===== config.mk =====
export PLATFORM = sky130hd
export DESIGN_NAME = sorted_timer_queue_flat
export DESIGN_NICKNAME = d
export VERILOG_FILES = /design/src/rtl/core/stq_pkg.sv /design/src/rtl/core/stq_req_if.sv /design/src/rtl/core/stq_rsp_if.sv /design/src/rtl/core/sorted_timer_queue.sv /design/src/flat_wrapper.sv
export SDC_FILE = /design/constraint.sdc
export NUM_CORES = 1
export LEC_CHECK = 0
export BUFFER_PORTS_ARGS = -buffer_cell sky130_fd_sc_hd__buf_4
export CORE_ASPECT_RATIO = 0.8
export CORE_UTILIZATION = 39
export DETAILED_ROUTE_END_ITERATION = 12
export PLACE_DENSITY_LB_ADDON = 0.08
export SLEW_MARGIN = 20
export SYNTH_ARGS = -nofsm -noshare
export SYNTH_HDL_FRONTEND = slang
export SYNTH_SLANG_ARGS = --single-unit

===== constraint.sdc =====
create_clock -name clk -period 12 [get_ports clk]
set_input_delay 1.2 -clock clk [delete_from_list [all_inputs] [get_ports clk]]
set_output_delay 1.2 -clock clk [all_outputs]
set_load 0.01 [all_outputs]

===== src/rtl/core/stq_pkg.sv =====
// stq_pkg: shared types and constants for the sorted timer queue
// depends on nothing; used by the channel interfaces and the top level

package stq_pkg;

	// most results one tick word may cause
	localparam int unsigned MAX_RESULTS = 16;

	typedef enum logic {
		FUNC_SCHED = 1'b0,
		FUNC_TICK  = 1'b1
	} func_t;

	typedef enum logic [1:0] {
		STAT_SCHED = 2'd0,
		STAT_FULL  = 2'd1,
		STAT_FIRED = 2'd2,
		STAT_NONE  = 2'd3
	} status_t;

	typedef enum logic [2:0] {
		ST_IDLE,
		ST_INS_RD,
		ST_INS,
		ST_RESP,
		ST_SCAN,
		ST_POP_RD,
		ST_POP
	} state_t;

endpackage


===== src/rtl/core/stq_req_if.sv =====
// stq_req_if: request channel of the sorted timer queue (schedule and tick words)
// depends on stq_pkg

interface stq_req_if #(
	parameter int unsigned TIME_WIDTH = 32,
	parameter int unsigned ID_WIDTH   = 8
);
	import stq_pkg::*;

	logic                  valid;
	logic                  ready;
	func_t                 func;
	logic [ID_WIDTH-1:0]   task_id;
	logic [TIME_WIDTH-1:0] due_time;
	logic                  periodic;
	logic [TIME_WIDTH-1:0] repeat_interval;
	logic [TIME_WIDTH-1:0] now_time;

	modport source (
		output valid, func, task_id, due_time, periodic, repeat_interval, now_time,
		input  ready
	);
	modport sink (
		input  valid, func, task_id, due_time, periodic, repeat_interval, now_time,
		output ready
	);
endinterface


===== src/rtl/core/stq_rsp_if.sv =====
// stq_rsp_if: result channel of the sorted timer queue
// depends on stq_pkg

interface stq_rsp_if #(
	parameter int unsigned ID_WIDTH = 8
);
	import stq_pkg::*;

	logic                valid;
	logic                ready;
	status_t             status;
	logic [ID_WIDTH-1:0] fired_id;
	logic                last;

	modport source (
		output valid, status, fired_id, last,
		input  ready
	);
	modport sink (
		input  valid, status, fired_id, last,
		output ready
	);
endinterface


===== src/rtl/core/sorted_timer_queue.sv =====
// sorted_timer_queue: timer list kept sorted by due time in one synchronous memory
// depends on stq_pkg, stq_req_if, stq_rsp_if

// The queue holds up to DEPTH tasks in a circular buffer in one memory, earliest due
// time at the head. A schedule word walks from the tail toward the head, moving every
// stored task due later than the new one back one place, then writes the new task and
// gives its result word; a full queue goes straight to its result word. A tick word
// first scans the head, one entry per cycle, to count the due tasks (at most 16), then
// fires them, each once the output register has room; a periodic task goes back in
// by the insertion walk at now plus its interval (saturating), and with no due task
// the tick gives one none result. A new word is taken only when the previous one is
// done, while its last result may still wait in the output register.

module sorted_timer_queue #(
	parameter int unsigned DEPTH      = 16,
	parameter int unsigned TIME_WIDTH = 32,
	parameter int unsigned ID_WIDTH   = 8
) (
	input  logic     clk,
	input  logic     arst_n,
	stq_req_if.sink  req,
	stq_rsp_if.source rsp
);
	import stq_pkg::*;

	localparam int unsigned AW = (DEPTH > 1) ? $clog2(DEPTH) : 1;
	localparam int unsigned CW = $clog2(DEPTH + 1);
	localparam int unsigned DW = $clog2(MAX_RESULTS + 1);
	localparam int unsigned NW = (CW > DW) ? CW : DW;
	localparam int unsigned SW = AW + 2;

	typedef struct packed {
		logic [TIME_WIDTH-1:0] tm;
		logic [ID_WIDTH-1:0]   id;
		logic                  per;
		logic [TIME_WIDTH-1:0] iv;
	} entry_t;

	// task memory, one read and one write per cycle
	entry_t task_mem [DEPTH];
	entry_t rd_q;

	state_t state_q, state_d;

	logic [CW-1:0] count_q;     // stored tasks
	logic [AW-1:0] head_q;      // physical slot of the earliest task
	logic [CW-1:0] j_q;         // insertion walk position, logical
	logic [NW-1:0] scan_q;      // due tasks found by the scan
	logic [DW-1:0] left_q;      // due tasks still to fire
	logic          from_tick_q; // insertion belongs to a tick

	entry_t                ent_q;     // task being inserted
	logic [TIME_WIDTH-1:0] now_q;
	status_t               code_q;    // pending single result
	logic [ID_WIDTH-1:0]   code_id_q;

	logic                  rsp_v_q;
	status_t               rsp_status_q;
	logic [ID_WIDTH-1:0]   rsp_id_q;
	logic                  rsp_last_q;

	logic                  accept;
	logic                  can_emit;
	logic                  ins_stop;
	logic                  scan_hit;
	logic [CW-1:0]         rd_l;
	logic [AW-1:0]         rd_addr;
	logic                  wr_en;
	logic [AW-1:0]         wr_addr;
	entry_t                wr_data;
	logic                  emit;
	status_t               emit_status;
	logic [ID_WIDTH-1:0]   emit_id;
	logic                  emit_last;
	logic [TIME_WIDTH:0]   resched_sum;
	logic [TIME_WIDTH-1:0] resched_tm;

	// logical position from the head to a physical slot
	function automatic logic [AW-1:0] phys(input logic [AW-1:0] head,
	                                       input logic [CW-1:0] l);
		logic [SW-1:0] s;
		s = SW'(head) + SW'(l);
		if (s >= SW'(DEPTH)) begin
			s = s - SW'(DEPTH);
		end
		return s[AW-1:0];
	endfunction

	assign accept   = req.valid && req.ready;
	assign can_emit = !rsp_v_q || rsp.ready;

	// walk stops at the front or behind an entry due no later than the new one
	assign ins_stop = (j_q == '0) || (rd_q.tm <= ent_q.tm);
	assign scan_hit = (scan_q < NW'(count_q)) && (rd_q.tm <= now_q)
	                  && (scan_q < NW'(MAX_RESULTS));

	assign resched_sum = {1'b0, now_q} + {1'b0, rd_q.iv};
	assign resched_tm  = resched_sum[TIME_WIDTH] ? '1 : resched_sum[TIME_WIDTH-1:0];

	// next state
	always_comb begin
		state_d = state_q;
		unique case (state_q)
			ST_IDLE: begin
				if (accept) begin
					if (req.func == FUNC_TICK) begin
						state_d = ST_SCAN;
					end else if (count_q == CW'(DEPTH)) begin
						state_d = ST_RESP;
					end else begin
						state_d = ST_INS_RD;
					end
				end
			end
			ST_INS_RD: state_d = ST_INS;
			ST_INS: begin
				if (ins_stop) begin
					if (!from_tick_q) begin
						state_d = ST_RESP;
					end else if (left_q == '0) begin
						state_d = ST_IDLE;
					end else begin
						state_d = ST_POP_RD;
					end
				end
			end
			ST_RESP: begin
				if (can_emit) begin
					state_d = ST_IDLE;
				end
			end
			ST_SCAN: begin
				if (!scan_hit) begin
					state_d = (scan_q == '0) ? ST_RESP : ST_POP_RD;
				end
			end
			ST_POP_RD: state_d = ST_POP;
			ST_POP: begin
				if (can_emit) begin
					if (rd_q.per) begin
						state_d = ST_INS_RD;
					end else if (left_q == DW'(1)) begin
						state_d = ST_IDLE;
					end else begin
						state_d = ST_POP_RD;
					end
				end
			end
			default: state_d = ST_IDLE;
		endcase
	end

	// outputs: memory port control and result words
	always_comb begin
		req.ready   = 1'b0;
		rd_l        = '0;
		wr_en       = 1'b0;
		wr_addr     = phys(head_q, j_q);
		wr_data     = rd_q;
		emit        = 1'b0;
		emit_status = code_q;
		emit_id     = code_id_q;
		emit_last   = 1'b1;
		unique case (state_q)
			ST_IDLE: req.ready = 1'b1;
			ST_INS_RD: rd_l = j_q - CW'(1);
			ST_INS: begin
				wr_en = 1'b1;
				if (ins_stop) begin
					wr_data = ent_q;
				end else begin
					rd_l = j_q - CW'(2);
				end
			end
			ST_RESP: emit = can_emit;
			ST_SCAN: rd_l = CW'(scan_q + NW'(1));
			ST_POP_RD: rd_l = '0;
			ST_POP: begin
				emit        = can_emit;
				emit_status = STAT_FIRED;
				emit_id     = rd_q.id;
				emit_last   = (left_q == DW'(1));
			end
			default: ;
		endcase
	end

	assign rd_addr = phys(head_q, rd_l);

	always_ff @(posedge clk) begin
		rd_q <= task_mem[rd_addr];
		if (wr_en) begin
			task_mem[wr_addr] <= wr_data;
		end
	end

	// control registers
	always_ff @(posedge clk or negedge arst_n) begin
		if (!arst_n) begin
			state_q     <= ST_IDLE;
			count_q     <= '0;
			head_q      <= '0;
			j_q         <= '0;
			scan_q      <= '0;
			left_q      <= '0;
			from_tick_q <= 1'b0;
			rsp_v_q     <= 1'b0;
		end else begin
			state_q <= state_d;
			if (emit) begin
				rsp_v_q <= 1'b1;
			end else if (rsp.ready) begin
				rsp_v_q <= 1'b0;
			end
			unique case (state_q)
				ST_IDLE: begin
					if (accept) begin
						j_q         <= count_q;
						scan_q      <= '0;
						left_q      <= '0;
						from_tick_q <= (req.func == FUNC_TICK);
					end
				end
				ST_INS: begin
					if (ins_stop) begin
						count_q <= count_q + CW'(1);
					end else begin
						j_q <= j_q - CW'(1);
					end
				end
				ST_SCAN: begin
					if (scan_hit) begin
						scan_q <= scan_q + NW'(1);
					end else begin
						left_q <= DW'(scan_q);
					end
				end
				ST_POP: begin
					if (can_emit) begin
						head_q  <= phys(head_q, CW'(1));
						count_q <= count_q - CW'(1);
						j_q     <= count_q - CW'(1);
						left_q  <= left_q - DW'(1);
					end
				end
				default: ;
			endcase
		end
	end

	// payload registers
	always_ff @(posedge clk) begin
		if (emit) begin
			rsp_status_q <= emit_status;
			rsp_id_q     <= emit_id;
			rsp_last_q   <= emit_last;
		end
		if (state_q == ST_IDLE && accept) begin
			ent_q.tm  <= req.due_time;
			ent_q.id  <= req.task_id;
			ent_q.per <= req.periodic;
			ent_q.iv  <= req.repeat_interval;
			now_q     <= req.now_time;
			code_id_q <= req.task_id;
			code_q    <= (count_q == CW'(DEPTH)) ? STAT_FULL : STAT_SCHED;
		end
		if (state_q == ST_SCAN && !scan_hit) begin
			code_q    <= STAT_NONE;
			code_id_q <= '0;
		end
		// periodic task goes back in at now plus its interval
		if (state_q == ST_POP && can_emit && rd_q.per) begin
			ent_q.tm  <= resched_tm;
			ent_q.id  <= rd_q.id;
			ent_q.per <= 1'b1;
			ent_q.iv  <= rd_q.iv;
		end
	end

	assign rsp.valid    = rsp_v_q;
	assign rsp.status   = rsp_status_q;
	assign rsp.fired_id = rsp_id_q;
	assign rsp.last     = rsp_last_q;

`ifndef SYNTHESIS
	a_count_bound: assert property (@(posedge clk) disable iff (!arst_n)
		count_q <= CW'(DEPTH))
		else $error("task count above depth");

	a_pop_has_work: assert property (@(posedge clk) disable iff (!arst_n)
		(state_q == ST_POP || state_q == ST_POP_RD) |-> left_q != '0)
		else $error("pop with no due task left");

	a_full_keeps_count: assert property (@(posedge clk) disable iff (!arst_n)
		(accept && req.func == FUNC_SCHED && count_q == CW'(DEPTH))
		|=> count_q == $past(count_q))
		else $error("full queue changed on a dropped schedule");
`endif

endmodule

===== src/flat_wrapper.sv =====
// flat-port wrapper written by rule: the top's interface ports become plain ports
module sorted_timer_queue_flat import stq_pkg::*;
#(
	parameter int unsigned DEPTH      = 16,
	parameter int unsigned TIME_WIDTH = 32,
	parameter int unsigned ID_WIDTH   = 8
)
  (clk, arst_n, req_valid, req_func, req_task_id, req_due_time, req_periodic, req_repeat_interval, req_now_time, req_ready, rsp_valid, rsp_status, rsp_fired_id, rsp_last, rsp_ready);
  stq_req_if #(.TIME_WIDTH(TIME_WIDTH), .ID_WIDTH(ID_WIDTH)) req_i ();
  stq_rsp_if #(.ID_WIDTH(ID_WIDTH)) rsp_i ();
  input  logic clk;
  input  logic arst_n;
  input wire logic [$bits(req_i.valid)-1:0] req_valid;
  input wire logic [$bits(req_i.func)-1:0] req_func;
  input wire logic [$bits(req_i.task_id)-1:0] req_task_id;
  input wire logic [$bits(req_i.due_time)-1:0] req_due_time;
  input wire logic [$bits(req_i.periodic)-1:0] req_periodic;
  input wire logic [$bits(req_i.repeat_interval)-1:0] req_repeat_interval;
  input wire logic [$bits(req_i.now_time)-1:0] req_now_time;
  output wire logic [$bits(req_i.ready)-1:0] req_ready;
  output wire logic [$bits(rsp_i.valid)-1:0] rsp_valid;
  output wire logic [$bits(rsp_i.status)-1:0] rsp_status;
  output wire logic [$bits(rsp_i.fired_id)-1:0] rsp_fired_id;
  output wire logic [$bits(rsp_i.last)-1:0] rsp_last;
  input wire logic [$bits(rsp_i.ready)-1:0] rsp_ready;
  assign req_i.valid = req_valid;
  assign req_i.func = req_func;
  assign req_i.task_id = req_task_id;
  assign req_i.due_time = req_due_time;
  assign req_i.periodic = req_periodic;
  assign req_i.repeat_interval = req_repeat_interval;
  assign req_i.now_time = req_now_time;
  assign req_ready = req_i.ready;
  assign rsp_valid = rsp_i.valid;
  assign rsp_status = rsp_i.status;
  assign rsp_fired_id = rsp_i.fired_id;
  assign rsp_last = rsp_i.last;
  assign rsp_i.ready = rsp_ready;
  sorted_timer_queue #(.DEPTH(DEPTH), .TIME_WIDTH(TIME_WIDTH), .ID_WIDTH(ID_WIDTH)) u_core (.clk(clk), .arst_n(arst_n), .req(req_i), .rsp(rsp_i));
endmodule

* Word level (Yosys, flattened, before mapping)
Memory sizes are Yosys's and may differ from the RTL's. A register that Yosys moved wholly into a read port is not among the register bits.
Index checks and enable logic that the tools add are counted.
** Word-level totals
- Register bits :: 155
- RAM bits :: 1168
- Output and inout bits :: 13
- Logic and storage cells :: 127
- Memories kept :: 1
** Memories
- u_core.task_mem :: words 16, bits a word 73, read ports 1, clocked after memory_dff 1, wr ports 1, RTL line sorted_timer_queue.sv:40 : entry_t task_mem [DEPTH];
** Cells by class
- Add/sub/neg operators :: 13
- $lt $le $gt $ge :: 7
- Equal/unequal tests :: 15
- Multiplexer cells :: 44
- Reduce and logical (&&, ||, !) cells :: 29
** Operator list (count)
- $mux 73 :: 4
- $le 32x32->1 :: 2
- $mux 5 :: 9
- $pmux 5 s3 :: 3
- $add 32x32->33 :: 1
- $mux 3 :: 11
- $mux 32 :: 1
- $pmux 3 s7 :: 1
- $pmux 5 s2 :: 2
- $logic_not 5->1 :: 3
- $sub 5x1->5 const B :: 3
- $add 4x5->6 :: 2
- $ge 6x5->1 const B :: 2
- $mux 4 :: 3
- $sub 4x1->4 const B :: 3
- $add 5x1->5 const B :: 2
- $ne 2x1->1 const B :: 5
- $eq 3x3->1 const B :: 3
- $mux 1 :: 8
- $mux 8 :: 1
- $reduce_and 4->1 :: 2
- $reduce_bool 2->1 :: 4
- $logic_and 1x1->1 :: 7
- $eq 3x2->1 const B :: 2
- other kinds (18) :: 24

* Logic depth before layout (Yosys ltp)
Gate-level depths: netlist of the first run.
- Depth after elaboration :: 7
- Mapped depth :: 16
- Gate-level depth less buffers :: 15

* Worst setup path before layout of the first run
No wires, ideal clock.
- Path type :: flip-flop to flip-flop
- Start :: reg u_core.head_q[0]
- End :: mem u_core.task_mem[4][0] in the netlist's numbering (enable)
- Setup time :: 0.505 ns
- Arrival :: 4.621 ns
- Data required time :: 11.495 ns
- Setup slack :: 6.874 ns
- Stages on the path, launching flop included :: 5
- Path buffers :: 0
- Clock period less this slack :: 5.126 ns
- Path through :: dfrtp_1 -> ha_1 -> fa_1 -> or3_1 -> nor2_1
** On the way
- Longest elaborated chain between the ends :: 3
** Ends and longest elaborated chain
- start, declared :: RTL line sorted_timer_queue.sv:46 : logic [AW-1:0] head_q;
- start signal, assigned :: RTL line sorted_timer_queue.sv:240 : head_q <= phys(head_q, CW'(1));
- $add 4x5->6 (*) :: RTL line sorted_timer_queue.sv:82 : s = SW'(head) + SW'(l);
- $ge 6x5->1 / $sub 4x1->4 (equally long branches) :: RTL line sorted_timer_queue.sv:83, sorted_timer_queue.sv:84
- $mux 4 (*) :: RTL line sorted_timer_queue.sv:83 : if (s >= SW'(DEPTH)) begin
- end, declared :: RTL line sorted_timer_queue.sv:40
Mark *: on every way between the ends. The rest lies on a longest branch, timed or not.

* Worst setup path in the final report of the first run
- Start :: reg u_core.ent_q[72] in the netlist's numbering
- End :: reg u_core.rd_q[58] (netlist name)
** On the way
- Longest elaborated chain between the ends :: 7
** Ends and longest elaborated chain
- start, declared :: RTL line sorted_timer_queue.sv:52 : entry_t ent_q;
- $le 32x32->1 (*) :: RTL line sorted_timer_queue.sv:93 : assign ins_stop = (j_q == '0) || (rd_q.tm <= ent_q.tm);
- $logic_or 1x1->1 (*) :: RTL line sorted_timer_queue.sv:93
- $mux 5 (*) :: RTL line sorted_timer_queue.sv:169 : if (ins_stop) begin
- $pmux 5 s3 (*) :: RTL line sorted_timer_queue.sv:164 : unique case (state_q)
- $add 4x5->6 (*) :: RTL line sorted_timer_queue.sv:82
- $ge 6x5->1 / $sub 4x1->4 (equally long branches) :: RTL line sorted_timer_queue.sv:83, sorted_timer_queue.sv:84
- $mux 4 (*) :: RTL line sorted_timer_queue.sv:83
Marked as above.
A chain may end at the register's enable or synchronous reset.

==> metrics.txt, run 1 <==
Largest stage delay, worst path=1.18 ns; synthesized area=0.0569 mm2; Async S/R FF share, synth=0.0208; Worst Hold Class=input pin to async pin; # hold bufs at CTS=0; Final setup viols=0; # Max-Cap Violations=0; fin crit period=6.48 ns; worst skew pair latency=between 0.7 and 0.8 ns; number of global-route vias before repair=roughly 30,000; slowest CP cell=fa_4; R2R Path Start=u_core.ent_q[72]; clock sink total=about 1,400; GRT Residual Overflow=0; global-route wire length before repair=roughly 220,000 um; Critical path origin=u_core.ent_q[72]; CP startpoint kind=flip-flop; number of enable flip-flop cells after synthesis=1,283; Post-Synthesis Cells=just over 3,000; worst path bufs/invs=3; CP top delay family=adder cells; number of top-level pins=roughly 120; worst-case clock buffer depth=3; Worst setup endpoint=u_core.rd_q[58]; Synth Register Bits=1,396; fin util=0.450; pin count of the biggest net entering global routing=121; top cells by area, synth=edfxtp_1 68%, mux4_2 12%, mux2i_1 4.0%; share of the synthesized area in the top cell type=0.677; Main synth FF type=edfxtp_1; H-tree depth=4; Post CTS Setup Buffer Count=0; crit path max fanout=between 60 and 70; status=completed; overall global routing resource usage=0.210; RSZ-0062 raised after global routing=no; post-synthesis sequential area ratio=0.719; IO buf count=roughly 120; Routed WL per cell=about 29 um; remaining antenna violation count after routing=0; cell with the most instances after synthesis=edfxtp_1; worst path required time=~13 ns; vias after detailed routing=around 29,000; total CTS buffers=147; drt total wl=between 150,000 and 200,000 um; r2r endpoint=u_core.rd_q[58]; total core area=around 0.14 mm2; Row Count=125; Die Wd=roughly 430 um; CP Capture Type=flip-flop; Hold Vio Cnt, Final=0; fraction of layout cells with a size suffix above 1=0.237; hpwl dp=about 90,000 um; DRT iter0 DRCs=between 2,000 and 2,500; Die Span Y=about 340 um; Cell variety after synth=between 60 and 70; PostCTS Resize Cnt=0; Slew Limit Fails=0; clock-pin slew on the worst setup and hold paths=roughly 0.070 ns; R2R setup slack=5.52 ns; kind of critical path=flip-flop to flip-flop; Synth warnings=0; actual slew at the worst max-slew pin=around 1.1 ns; Mean Syn Cell Area=roughly 19 um2; CTS tree=yes; area leader, netlist=edfxtp_1; antenna violations before repair=8; residual DRC count=0; WP depth=15; Worst Skew=0.0280 ns; nets=around 3,500; die area=between 0.1 and 0.15 mm2; setup TNS=0 ns; clk root buf=clkbuf_16; Post-synth top cells=1,283 x edfxtp_1, 292 x mux4_2, 225 x mux2i_1, 119 x ha_1, 118 x a21oi_1; hold_ws=about 0.36 ns; final worst path period share=0.540; Worst R2R Path Depth=15; crit path DAT=between 7 and 8 ns; vias per inst=around 5.5; Placer Congestion=0.879; Starting Density=0.393; drt first pass iters=5; synthesis-to-layout area growth=14.5%; slew margin rel.=0.268; CP Cell Sequence=inv_1 -> ha_1 -> nand4_1 -> nor3_1 -> nand4_1 -> o21ai_2 -> or3_1 -> o21ai_0 -> ha_4 -> fa_4 -> buf_4 -> buf_4 -> mux4_2 -> mux2i_1 -> mux2i_1; synthesized net count=3,249; f_max=0.154 GHz
[through the flow]
stage / area, um2 / cells / setup WS [ns]
detailed placement: 60500 / 5003 / 5.26
floorplan: 56900 / 3017 / 6.87
global route: 65200 / 5269 / 5.03
CTS: 65200 / 5265 / 5.25
global placement: 60500 / 5003 / 5.43
finish: 65200 / 5270 / 5.52
[kinds of logic after synthesis]
| logic type | count (synthesis) | synth area share |
|---|---|---|
| AO/OA/AOI/OAI | 377 | 0.0427 |
| AND/OR/NAND/NOR | 280 | 0.0226 |
| adder cells (fa/ha/maj) | 122 | 0.0272 |
| flip-flops | 1396 | 0.719 |
| buffers and inverters | 236 | 0.0176 |
| multiplexers | 562 | 0.164 |
| XOR/XNOR | 44 | 0.00710 |
[placed cells by master, fill, tap and decap left out, types with 33 or more instances in the layout]
master | Yosys | final
o21ai_0 | 91 | 88
mux2i_1 | 225 | 225
nor2_1 | 63 | 47
mux2_2 | 45 | 45
clkbuf_16 | 0 | 148
buf_4 | 0 | 214
inv_1 | 102 | 101
a21oi_1 | 118 | 118
clkbuf_1 | 92 | 41
edfxtp_1 | 1283 | 1283
ha_1 | 119 | 118
a22o_1 | 33 | 33
dfxtp_1 | 84 | 84
nand2_1 | 116 | 115
a21o_1 | 36 | 36
mux4_2 | 292 | 292
[final cells by class]
class	count	area, um2
tap	1905	2380
clock inverter	61	629
timing repair buffer	216	1650
sequential	1396	40900
inverter	102	385
antenna	4	10.0
multi-input combinational	1385	15200
clock buffer	201	4020
fill	12400	79800
[how the worst min path moves through the flow]
stage | startpoint | end | slack (ns) | cells past startpoint
floorplan | u_core.code_q[1] | u_core.code_q[1] | 0.42 | 1
global placement | u_core.code_q[1] | u_core.code_q[1] | 0.43 | 1
detailed placement | u_core.code_q[1] | u_core.code_q[1] | 0.43 | 1
CTS | arst_n | u_core.head_q[3] | 0.30 | 1
global route | arst_n | u_core.rsp.valid | 0.36 | 1
finish | arst_n | u_core.rsp.valid | 0.36 | 1
[registers in the layout (all words and copies together), names as in the netlist]
register	count
u_core.head_q	4
u_core.rsp.fired_id	8
u_core.scan_q	5
u_core.rd_q	73
u_core.rsp.status	2
u_core.left_q	5
u_core.j_q	5
u_core.task_mem	1168
u_core.now_q	32
u_core.state_q	3
u_core.count_q	5
u_core.rsp.valid	1
u_core.from_tick_q	1
u_core.ent_q	73
u_core.rsp.last	1
u_core.code_q	2
u_core.code_id_q	8
[routing by layer]
layer,wire [um],vias to the layer above,GRT usage
met5,0,-,0
met3,6810,206,0.0250
met1,68500,15400,0.292
li1,-,12700,-
met2,73800,728,0.344
met4,4130,0,0.0704
Power of run 1 is left out: the tool's default activity adds up to more than one toggle a clock period on the data nets, which glitch-free logic cannot reach.
==> inputs of run 2 (changes only) <==
==> constraint.sdc (replaced) <==
create_clock -name clk -period 6.65 [get_ports clk]
set_input_delay 0.665 -clock clk [delete_from_list [all_inputs] [get_ports clk]]
set_output_delay 0.665 -clock clk [all_outputs]
set_load 0.01 [all_outputs]
==> run 2 against run 1 <==
Effect of this change:
- design area is 1.2% higher
- global-route usage is 0.18 points higher
- sequential share of layout area is 0.73 points lower
- critical path type unchanged
- clock-buffer cell count is 20 lower
- via count is 1.4% higher
==> metrics.txt, run 2 (synthesis results as in run 1) <==
GRT Residual Overflow=0; kind of critical path=flip-flop to flip-flop; number of global-route vias before repair=approximately 31,000; # placed instances=roughly 5,000; antenna violations before repair=5; # Max-Cap Violations=0; pin count of the biggest net entering global routing=between 90 and 100; total CTS buffers=approximately 150; Fillers=roughly 12,000; synthesis-to-layout area growth=15.9%; clk root buf=clkbuf_16; RSZ-0062 raised after global routing=no; worst-case clock buffer depth=3; crit path DAT=6.25 ns; Worst R2R Path Depth=15; worst path required time=7.35 ns; CP Capture Type=flip-flop; drt first pass iters=6; # hold bufs at CTS=9; Die Span Y=about 340 um; Slew Limit Fails=0; vias after detailed routing=between 20,000 and 30,000; Worst Hold Depth=1; ant diodes=0; clock-pin slew on the worst setup and hold paths=0.06 ns; Hold Vio Cnt, Final=0; global-route wire length before repair=approximately 220,000 um; Final setup viols=0; clock sink total=roughly 1,400; Worst Skew=roughly 0.034 ns; CTS tree=yes; Worst Hold Class=input pin to flip-flop; IO buf count=about 120; Regs by FF count=u_core.task_mem (1168), u_core.ent_q (73), u_core.rd_q (73); Starting Density=0.393; final worst path period share=0.834; hpwl dp=slightly below 90,000 um; DRT iter0 DRCs=roughly 2,400; slew margin rel.=0.255; overall global routing resource usage=0.212; actual slew at the worst max-slew pin=roughly 1.1 ns; worst skew pair latency=0.80 ns; Post-Layout Cell Count=5,289; Multi-input gate area=~0.015 mm2; max reg flops=around 1,200; PostCTS Resize Cnt=0; Routed WL per cell=slightly below 30 um; most common cell after layout, fill and taps aside=edfxtp_1; crit path max fanout=16; number of top-level pins=123; status=completed; Sequential Area=between 0.04 and 0.05 mm2; setup TNS=0 ns; total core area=0.145 mm2; residual DRC count=0; Row Count=125; CP startpoint kind=flip-flop; most frequent cells in the layout=1,283 x edfxtp_1, 292 x mux4_2, 225 x mux2i_1, 176 x buf_4, 149 x clkbuf_16; Post CTS Setup Buffer Count=0; remaining antenna violation count after routing=0; fin crit period=between 5 and 6 ns; Die Wd=between 400 and 500 um; drt total wl=roughly 150,000 um; vias per inst=about 5.6; f_max=around 0.18 GHz; fraction of layout cells with a size suffix above 1=0.239; nets=~3,500; Placer Congestion=~0.85; die area=0.148 mm2; Most flops, register=u_core.task_mem; H-tree depth=4
==> run 2: worst max-delay path: stages, from the launching register on <==
cell and delay (ns):
edfxtp_1 0.33, inv_1 0.07, ha_1 0.31, nand4_1 0.21
nor3_1 0.51, nand4_1 0.42, o211a_4 0.42, or3_1 0.42
o221ai_1 0.29, ha_1 0.29, a21o_1 0.16, a21oi_1 0.17
xnor2_1 0.16, xnor2_4 0.89, buf_4 0.52, mux2i_1 0.25
==> run 2: layout make-up <==
type | instances | share of cell area
Multi-Input combinational cell | 1385 | 0.230
Timing Repair Buffer | 226 | 0.0339
Tap cell | 1905 | 0.0361
Clock inverter | 94 | 0.0142
Sequential cell | 1396 | 0.620
Clock buffer | 181 | 0.0591
Inverter | 102 | 0.00584
==> run 2: metal layers <==
layer	GRT usage	wire length, um	vias to the layer above
li1	-	-	12700
met1	0.296	70000	15700
met2	0.346	75000	756
met3	0.0280	6290	209
met4	0.0640	3690	0
met5	0	0	-
==> run 2: worst paths after layout <==
check	start	endpoint	slack, ns
hold / removal	req_now_time[25]	u_core.now_q[25]	0.06
max in group asynchronous	arst_n	u_core.left_q[0]	5.98
min in group asynchronous	arst_n	u_core.j_q[3]	0.36
setup reg to reg	u_core.ent_q[72]	u_core.rd_q[6]	1.11
hold reg to reg	u_core.code_q[1]	u_core.code_q[1]	0.44
setup / recovery	u_core.ent_q[72]	u_core.rd_q[6]	1.11
==> run 2: through the flow <==
step / worst slack (ns) / utilization / instance area (um2) / hold WS [ns]
6_report: 1.11 / 0.455 / 66000 / 0.0636
5_1_grt: 0.969 / 0.455 / 66000 / 0.0320
4_1_cts: 1.09 / 0.455 / 66000 / 0.000123
3_5_place_dp: 1.12 / 0.421 / 61000 / 0.431
3_3_place_gp: 1.22 / 0.421 / 61000 / 0.425
2_1_floorplan: 1.52 / - / 56900 / 0.369
Power of run 2 is left out for the same reason.
